### src/design/fm_chip_mute_shadow_unit_assert.svh
// Assertion macros used by the shadow unit control module.
// Both assume a clock named clk_i and an active-low reset named rst_ni.
`ifndef FM_CHIP_MUTE_SHADOW_UNIT_ASSERT_SVH
`define FM_CHIP_MUTE_SHADOW_UNIT_ASSERT_SVH

// Same-cycle implication.
`define FMCMS_ASSERT_IMP(lbl, ante, cons, msg) \
  lbl: assert property (@(posedge clk_i) disable iff (!rst_ni) (ante) |-> (cons)) \
    else $error(msg);

// Next-cycle implication.
`define FMCMS_ASSERT_NXT(lbl, ante, cons, msg) \
  lbl: assert property (@(posedge clk_i) disable iff (!rst_ni) (ante) |=> (cons)) \
    else $error(msg);

`endif

### src/design/fmcms_pkg.sv
`timescale 1ns / 1ps
`default_nettype none

package fmcms_pkg;

  // Input command codes
  typedef enum logic [1:0] {
    CMD_WR_A  = 2'd0,
    CMD_WR_B  = 2'd1,
    CMD_SOUND = 2'd2,
    CMD_NONE  = 2'd3
  } cmd_e;

  localparam int unsigned LEVEL_DEPTH = 32;
  localparam int unsigned LEVEL_AW    = 5;
  localparam int unsigned ALGO_DEPTH  = 8;

  localparam logic [7:0] MIX_ADDR    = 8'h07;
  localparam logic [7:0] MIX_MUTED   = 8'h3f;
  localparam logic [3:0] LEVEL_HI    = 4'h4;     // 0x40-0x4F
  localparam logic [5:0] ALGO_HI     = 6'b101100; // 0xB0-0xB3
  localparam logic [6:0] LEVEL_MAX   = 7'h7f;
  localparam logic [2:0] LAST_SLOT   = 3'd5;
  localparam logic [1:0] LAST_OP     = 2'd3;

  // Level memory write port
  typedef struct packed {
    logic                en;
    logic [LEVEL_AW-1:0] addr;
    logic [6:0]          data;
  } lvl_wr_t;

  // Level memory read port
  typedef struct packed {
    logic                en;
    logic [LEVEL_AW-1:0] addr;
  } lvl_rd_t;

  // One chip write handed to the output register
  typedef struct packed {
    logic       valid;
    logic       bank;
    logic [7:0] addr;
    logic [7:0] data;
    logic       last;
  } emit_t;

  // Carrier operators selected by each algorithm
  function automatic logic [3:0] carrier_mask(input logic [2:0] alg);
    logic [3:0] m;
    unique case (alg)
      3'd4:           m = 4'hc;
      3'd5, 3'd6:     m = 4'he;
      3'd7:           m = 4'hf;
      default:        m = 4'h8;
    endcase
    return m;
  endfunction

  // Replay order of channels: 0,4,1,5,2,6
  function automatic logic [2:0] channel_of(input logic [2:0] slot);
    logic [2:0] c;
    unique case (slot)
      3'd0:    c = 3'd0;
      3'd1:    c = 3'd4;
      3'd2:    c = 3'd1;
      3'd3:    c = 3'd5;
      3'd4:    c = 3'd2;
      default: c = 3'd6;
    endcase
    return c;
  endfunction

endpackage

`default_nettype wire

### src/design/fmcms_level_ram.sv
`timescale 1ns / 1ps
`default_nettype none

module fmcms_level_ram
  import fmcms_pkg::*;
(
  input  wire logic    clk_i,
  input  wire logic    rst_ni,
  input  wire lvl_wr_t wr_i,
  input  wire lvl_rd_t rd_i,
  output logic [6:0]   rd_data_o
);

  logic [6:0]             mem [LEVEL_DEPTH];
  logic [LEVEL_DEPTH-1:0] vld_q;
  logic [6:0]             rd_data_q;

  // Store level bytes
  always_ff @(posedge clk_i) begin
    if (wr_i.en) begin
      mem[wr_i.addr] <= wr_i.data;
    end
  end

  // Mark written entries; unwritten ones read as full attenuation
  always_ff @(posedge clk_i or negedge rst_ni) begin
    if (!rst_ni) begin
      vld_q <= '0;
    end else if (wr_i.en) begin
      vld_q[wr_i.addr] <= 1'b1;
    end
  end

  // Register read data; hold it between reads
  always_ff @(posedge clk_i) begin
    if (rd_i.en) begin
      rd_data_q <= vld_q[rd_i.addr] ? mem[rd_i.addr] : LEVEL_MAX;
    end
  end

  assign rd_data_o = rd_data_q;

endmodule

`default_nettype wire

### src/design/fmcms_ctrl.sv
`timescale 1ns / 1ps
`default_nettype none

module fmcms_ctrl
  import fmcms_pkg::*;
(
  input  wire logic       clk_i,
  input  wire logic       rst_ni,
  input  wire logic       in_valid_i,
  output logic            in_ready_o,
  input  wire logic [1:0] cmd_i,
  input  wire logic [7:0] reg_addr_i,
  input  wire logic [7:0] reg_data_i,
  input  wire logic       sound_on_i,
  input  wire logic       out_free_i,
  output emit_t           emit_o,
  output lvl_wr_t         lvl_wr_o,
  output lvl_rd_t         lvl_rd_o,
  input  wire logic [6:0] lvl_rd_data_i
);

  typedef enum logic [2:0] {
    S_IDLE = 3'b001,
    S_SCAN = 3'b010,
    S_READ = 3'b100
  } state_e;

  state_e     state_q, state_d;
  logic [2:0] slot_q, slot_d;
  logic [1:0] op_q, op_d;
  logic       on_q;
  logic [7:0] mix_q;
  logic [2:0] algo_q [ALGO_DEPTH];

  cmd_e       cmd;
  logic       accept;
  logic       is_wr;
  logic       bank;
  logic       hit_mix;
  logic       hit_level;
  logic       hit_algo;
  logic [2:0] ch;
  logic [3:0] mask;
  logic       step_last;

  assign cmd        = cmd_e'(cmd_i);
  assign in_ready_o = (state_q == S_IDLE) && out_free_i;
  assign accept     = in_valid_i && in_ready_o;
  assign is_wr      = (cmd == CMD_WR_A) || (cmd == CMD_WR_B);
  assign bank       = cmd_i[0];

  // Decode shadowed registers
  assign hit_mix   = !bank && (reg_addr_i == MIX_ADDR);
  assign hit_level = reg_addr_i[7:4] == LEVEL_HI;
  assign hit_algo  = reg_addr_i[7:2] == ALGO_HI;

  // Record total levels in the level memory
  always_comb begin
    lvl_wr_o.en   = accept && is_wr && hit_level;
    lvl_wr_o.addr = {bank, reg_addr_i[3:0]};
    lvl_wr_o.data = reg_data_i[6:0];
  end

  // Record algorithm and PSG mix
  always_ff @(posedge clk_i or negedge rst_ni) begin
    if (!rst_ni) begin
      mix_q <= MIX_MUTED;
      for (int i = 0; i < ALGO_DEPTH; i++) begin
        algo_q[i] <= '0;
      end
    end else if (accept && is_wr) begin
      if (hit_mix) begin
        mix_q <= reg_data_i;
      end else if (hit_algo) begin
        algo_q[{bank, reg_addr_i[1:0]}] <= reg_data_i[2:0];
      end
    end
  end

  // Current replay step: channel, carrier mask, final write
  assign ch        = channel_of(slot_q);
  assign mask      = carrier_mask(algo_q[ch]);
  assign step_last = (slot_q == LAST_SLOT) && (op_q == LAST_OP);

  // Sequence writes and the replay walk
  always_comb begin
    state_d       = state_q;
    slot_d        = slot_q;
    op_d          = op_q;
    lvl_rd_o.en   = 1'b0;
    lvl_rd_o.addr = {ch[2], op_q, ch[1:0]};
    emit_o        = '0;
    unique case (state_q)
      S_IDLE: begin
        if (accept) begin
          if (is_wr) begin
            emit_o = '{valid: 1'b1, bank: bank, addr: reg_addr_i,
                       data: reg_data_i, last: 1'b1};
          end else if (cmd == CMD_SOUND) begin
            emit_o = '{valid: 1'b1, bank: 1'b0, addr: MIX_ADDR,
                       data: sound_on_i ? mix_q : MIX_MUTED, last: 1'b0};
            state_d = S_SCAN;
            slot_d  = '0;
            op_d    = '0;
          end
        end
      end
      S_SCAN: begin
        if (mask[op_q]) begin
          lvl_rd_o.en = 1'b1;
          state_d     = S_READ;
        end else begin
          op_d = op_q + 2'd1;
          if (op_q == LAST_OP) begin
            slot_d = slot_q + 3'd1;
          end
        end
      end
      S_READ: begin
        if (out_free_i) begin
          // Muting adds 127 and clamps, which always lands at full attenuation
          emit_o = '{valid: 1'b1, bank: ch[2], addr: {LEVEL_HI, op_q, ch[1:0]},
                     data: {1'b0, on_q ? lvl_rd_data_i : LEVEL_MAX},
                     last: step_last};
          if (step_last) begin
            state_d = S_IDLE;
          end else begin
            state_d = S_SCAN;
            op_d    = op_q + 2'd1;
            if (op_q == LAST_OP) begin
              slot_d = slot_q + 3'd1;
            end
          end
        end
      end
      default: state_d = S_IDLE;
    endcase
  end

  always_ff @(posedge clk_i or negedge rst_ni) begin
    if (!rst_ni) begin
      state_q <= S_IDLE;
      slot_q  <= '0;
      op_q    <= '0;
      on_q    <= 1'b0;
    end else begin
      state_q <= state_d;
      slot_q  <= slot_d;
      op_q    <= op_d;
      if (accept && (cmd == CMD_SOUND)) begin
        on_q <= sound_on_i;
      end
    end
  end

  `include "fm_chip_mute_shadow_unit_assert.svh"

  `FMCMS_ASSERT_IMP(a_emit_free, emit_o.valid, out_free_i, "emit into occupied output")
  `FMCMS_ASSERT_IMP(a_wr_idle, lvl_wr_o.en, state_q == S_IDLE, "level write during replay")
  `FMCMS_ASSERT_NXT(a_rd_wait, lvl_rd_o.en, state_q == S_READ, "read not followed by wait")
  `FMCMS_ASSERT_NXT(a_last_idle, emit_o.valid && emit_o.last, state_q == S_IDLE,
                    "final write did not end transaction")

endmodule

`default_nettype wire

### src/design/fm_chip_mute_shadow_unit.sv
`timescale 1ns / 1ps
`default_nettype none

// Register-write front end for a two-bank FM chip. A bank A or bank B write
// is passed on as one chip write, loaded into the output register at the edge
// it is accepted, and shadows the total-level, algorithm and bank A PSG mix
// registers on the way. A sound command loads the PSG mix write at
// acceptance, then walks channels 0,4,1,5,2,6 over four operator steps each:
// a scan state for each step, plus a read state for each carrier whose level
// is fetched from the level memory, which registers its read data. A sound
// command thus yields 7 to 25 chip writes, a plain write one; output stalls
// delay both. The unit accepts the next transaction once the walk is done and
// the output register is free or being drained. Level memory entries are
// tracked by valid bits cleared at reset, so no clearing pass is needed.
module fm_chip_mute_shadow_unit
  import fmcms_pkg::*;
(
  input  wire logic       clk_i,
  input  wire logic       rst_ni,
  input  wire logic       in_valid_i,
  output logic            in_ready_o,
  input  wire logic [1:0] cmd_i,
  input  wire logic [7:0] reg_addr_i,
  input  wire logic [7:0] reg_data_i,
  input  wire logic       sound_on_i,
  output logic            out_valid_o,
  input  wire logic       out_ready_i,
  output logic            out_bank_o,
  output logic [7:0]      out_addr_o,
  output logic [7:0]      out_data_o,
  output logic            last_o
);

  emit_t      emit;
  lvl_wr_t    lvl_wr;
  lvl_rd_t    lvl_rd;
  logic [6:0] lvl_rd_data;
  logic       out_free;
  logic       out_valid_q;
  logic       out_bank_q;
  logic [7:0] out_addr_q;
  logic [7:0] out_data_q;
  logic       last_q;

  assign out_free = !out_valid_q || out_ready_i;

  fmcms_ctrl u_ctrl (
    .clk_i         (clk_i),
    .rst_ni        (rst_ni),
    .in_valid_i    (in_valid_i),
    .in_ready_o    (in_ready_o),
    .cmd_i         (cmd_i),
    .reg_addr_i    (reg_addr_i),
    .reg_data_i    (reg_data_i),
    .sound_on_i    (sound_on_i),
    .out_free_i    (out_free),
    .emit_o        (emit),
    .lvl_wr_o      (lvl_wr),
    .lvl_rd_o      (lvl_rd),
    .lvl_rd_data_i (lvl_rd_data)
  );

  fmcms_level_ram u_level_ram (
    .clk_i     (clk_i),
    .rst_ni    (rst_ni),
    .wr_i      (lvl_wr),
    .rd_i      (lvl_rd),
    .rd_data_o (lvl_rd_data)
  );

  // Hold the output transaction until it is taken
  always_ff @(posedge clk_i or negedge rst_ni) begin
    if (!rst_ni) begin
      out_valid_q <= 1'b0;
    end else if (emit.valid) begin
      out_valid_q <= 1'b1;
    end else if (out_ready_i) begin
      out_valid_q <= 1'b0;
    end
  end

  always_ff @(posedge clk_i) begin
    if (emit.valid) begin
      out_bank_q <= emit.bank;
      out_addr_q <= emit.addr;
      out_data_q <= emit.data;
      last_q     <= emit.last;
    end
  end

  assign out_valid_o = out_valid_q;
  assign out_bank_o  = out_bank_q;
  assign out_addr_o  = out_addr_q;
  assign out_data_o  = out_data_q;
  assign last_o      = last_q;

endmodule

`default_nettype wire
### config.mk
export PLATFORM = sky130hd
export DESIGN_NAME = fm_chip_mute_shadow_unit
export DESIGN_NICKNAME = d
export VERILOG_FILES = /design/src/design/fmcms_pkg.sv /design/src/design/fmcms_level_ram.sv /design/src/design/fmcms_ctrl.sv /design/src/design/fm_chip_mute_shadow_unit.sv
export VERILOG_INCLUDE_DIRS = /design/src /design/src/design
export SDC_FILE = /design/constraint.sdc
export NUM_CORES = 1
export LEC_CHECK = 0
export ABC_AREA = 0
export BUFFER_PORTS_ARGS = -buffer_cell sky130_fd_sc_hd__buf_2
export CORE_MARGIN = 2
export CORE_UTILIZATION = 25
export DETAILED_ROUTE_END_ITERATION = 10
export PLACE_DENSITY = 0.38
export SYNTH_ARGS = -nofsm -noshare
export SYNTH_HDL_FRONTEND = slang
export SYNTH_SLANG_ARGS = --single-unit
### constraint.sdc
create_clock -name clk_i -period 8 [get_ports clk_i]
set_clock_uncertainty 0.2 [all_clocks]
set_input_delay 1.6 -clock clk_i [delete_from_list [all_inputs] [get_ports clk_i]]
set_output_delay 1.6 -clock clk_i [all_outputs]
set_load 0.01 [all_outputs]
==> run_results.csv <==
group,metric,value,unit
sta,fin_crit_sh,0.536,
synthesis,syn_nets,820,
drt,vias_per_cell,4.69,
global_route,gr-usage-all-layers,0.129,
drt,drtIter0Drc,612,
sta,fin_tns_setup,0,ns
synthesis,synth_area,13400,sq um
global_route,grt_pass1_wl,53100,um
clock_network,cts_buffers,36,
setup_path,cp-end-kind,"flop",
synthesis,avgSynthCellArea,16.9,sq um
clock_network,cts_htree_levels,2,
setup_path,cp_slowest_cell,"nor2_8",
floorplan,initial_core_util,0.254,
drt,dr.pass1.iters,5,
outcome,outcome,"complete, no violations",
clock_network,post-cts-setup-buffers,0,
setup_path,cp_top_family,"simple AND/OR/NAND/NOR gates",
synthesis,netlist.area_leader.share,0.559,
sta,rsz0062_at_grt,"false",
clock_network,clk_pin_slew,0.06,ns
sta,drv_slew,0,
clock_network,clk_path_buf_depth,3,
drt,postRouteAntennaNets,0,
sta,worst_pin_slew,1.07,ns
clock_network,cts_tree,"done",
place,place_congestion,0.710,
sta,setup_viol,0,
layout,nFillCells,5233,
place,hpwl,22300,um
sta,slew-limit-headroom,0.278,
drt,wl_per_cell,22.8,um
job,maxCapViolCount,0,
layout,diodes,0,
layout,final_nets,872,
place,port_buffers,42,
sta,min_period,4.29,ns
clock_network,cts_resized,0,
power,powerDensity,263,nW/um^2
drt,drc,0,
sta,clock.fmax,233,MHz
synthesis,seq_area_frac_synth,0.698,
layout,drive_above_1_share,0.304,
setup_path,cp_cell_sequence,"inv_1 -> ha_1 -> nor2_8 -> buf_12 -> mux4_2 -> a22o_1 -> a221oi_1 -> and3_1 -> a31oi_1",
floorplan,core,52800,sq um
floorplan,die_w,235,um
setup_path,crit_type,"reg -> reg",
clock_network,clkLatencyLatePin,0.54,ns
drt,routed-via-count,7317,
clock_network,cts_num_sinks,323,
floorplan,ios,43,
layout,final_common_cell,"edfxtp_1",
layout,final_cell_mix,"249 x edfxtp_1, 67 x dfrtp_1, 64 x mux4_2, 53 x nor2_1, 41 x buf_2",
global_route,met3_usage,0.0240,
layout,area_growth_syn_to_layout,16.5,%
synthesis,ys.flop_type,"edfxtp_1",
synthesis,yosysWarnings,0,
synthesis,synth_area_leaders,"edfxtp_1 56%, dfrtp_1 13%, mux4_2 11%",
clock_network,cts_hold_buf,0,
global_route,grt.busiest_layer,"met2",
power,leakagePower,5.60,nW
global_route,first_global_vias,7477,
global_route,grt_max_degree,56,
sta,setup_ws,3.71,ns
synthesis,synthArstFlopShare,0.229,
synthesis,synth_edf_count,249,
global_route,gr-total-overflow,0,
floorplan,dieArea,55400,sq um
sta,hold_viol,0,
setup_path,cp_max_fo,36,
place,pre_cts_ws,3.42,ns
global_route,antenna_found_initial,0,
setup_path,crit_arrival,4.35,ns
synthesis,netlist_instances,791,
global_route,grtUsageMet2,0.198,
setup_path,path_buf_inv,2,
power,ir_drop,130,uV
clock_network,root_buffer,"clkbuf_16",
setup_path,max_stage_delay,0.69,ns
floorplan,row_count,84,
synthesis,yosys_register_bits,323,
synthesis,yosysUniqueCellTypes,65,
setup_path,required,8.06,ns
setup_path,worstSetupStartpointType,"flop",
floorplan,die_h,235,um
global_route,grt_use_met1,0.188,
hold_path,hp-class,"reg -> reg",
synthesis,synth_top_area_cell,"edfxtp_1",
drt,wirelength,35600,um
## state kept, by name, summed over array words and instances, names as in the netlist
register / cells
out_bank_o: 1
u_ctrl.on_q: 1
u_ctrl.slot_q: 3
u_ctrl.state_q: 3
out_addr_o: 8
out_valid_o: 1
u_ctrl.op_q: 2
u_level_ram.rd_data_o: 7
last_o: 1
out_data_o: 8
u_ctrl.algo_q: 24
u_level_ram.mem: 224
u_ctrl.mix_q: 8
u_level_ram.vld_q: 32
## routing by layer
| metal | routed length, um | share of wire |
|---|---|---|
| met5 | 0 | 0 |
| met4 | 661 | 0.019 |
| met3 | 1660 | 0.046 |
| met2 | 16100 | 0.45 |
| met1 | 17200 | 0.48 |
## logic make-up after synthesis
logic type	count (synthesis)	synth area share
AO/OA/AOI/OAI	108	0.0593
adder cells (fa/ha/maj)	7	0.00664
buffers and inverters	46	0.0165
flip-flops	323	0.698
multiplexers	97	0.135
AND/OR/NAND/NOR	210	0.0847
## cells in the mapped netlist (8+ instances only)
library cell,n
nor2_1,53
nand2_1,38
mux4_2,64
o21ai_0,25
clkbuf_1,16
buf_2,8
a221oi_1,15
a21oi_1,9
nand3_1,20
a22o_1,16
mux2_2,32
inv_1,9
a31oi_1,12
edfxtp_1,249
dfrtp_1,67
nor2b_1,11
or2_2,34
and3_1,10
## power by group
group	internal [mW]	switching, mW	total (mW)
clock network	1.05	0.693	1.74
registers	1.86	0.0231	1.88
logic	0.174	0.304	0.478
## worst paths after layout
kind                                                        start                                      to  slack (ns)  cells after the start
worst max-delay path                 u_ctrl.slot_q[2]$_DFFE_PN0P_  u_level_ram.rd_data_o[4]$_SDFFCE_PN1P_        3.71                      9
worst min-delay path            u_level_ram.vld_q[24]$_DFFE_PN0P_       u_level_ram.vld_q[24]$_DFFE_PN0P_        0.26                      1
worst max register to register       u_ctrl.slot_q[2]$_DFFE_PN0P_  u_level_ram.rd_data_o[4]$_SDFFCE_PN1P_        3.71                      9
worst min register to register  u_level_ram.vld_q[24]$_DFFE_PN0P_       u_level_ram.vld_q[24]$_DFFE_PN0P_        0.26                      1
max in group asynchronous                                  rst_ni             u_ctrl.mix_q[5]$_DFFE_PN1P_        5.75                      2
min in group asynchronous                                  rst_ni       u_level_ram.vld_q[21]$_DFFE_PN0P_        0.86                      1
## stage by stage
step / hold WS [ns] / utilization / std cells / cell area [sq um] / power [mW]
after floorplan: 0.234 / - / 791 / 13400 / 2.20
after global placement: 0.246 / 0.272 / 1493 / 14400 / 2.41
after detailed placement: 0.250 / 0.272 / 1493 / 14400 / 2.40
after CTS: 0.265 / 0.296 / 1559 / 15600 / 4.16
after global routing: 0.278 / 0.296 / 1559 / 15600 / 4.26
final: 0.263 / 0.296 / 1559 / 15600 / 4.10
## worst reg2reg max path: stages, from the launching register on
cell and delay, ns:
dfrtp_1 0.65, inv_1 0.23, ha_1 0.42, nor2_8 0.69, buf_12 0.39, mux4_2 0.60
a22o_1 0.27, a221oi_1 0.31, and3_1 0.22, a31oi_1 0.05
## cell type report
class / count / area (sq um) / area share
clock inverters: 17 / 244 / 0.0156
well taps: 688 / 861 / 0.0552
repair buffers: 51 / 293 / 0.0188
flip-flops and latches: 323 / 9340 / 0.599
clock buffers: 49 / 1000 / 0.0641
inverters: 9 / 33.8 / 0.00217
multi-input cells: 422 / 3830 / 0.245
Power figures use the tool's default switching activity.
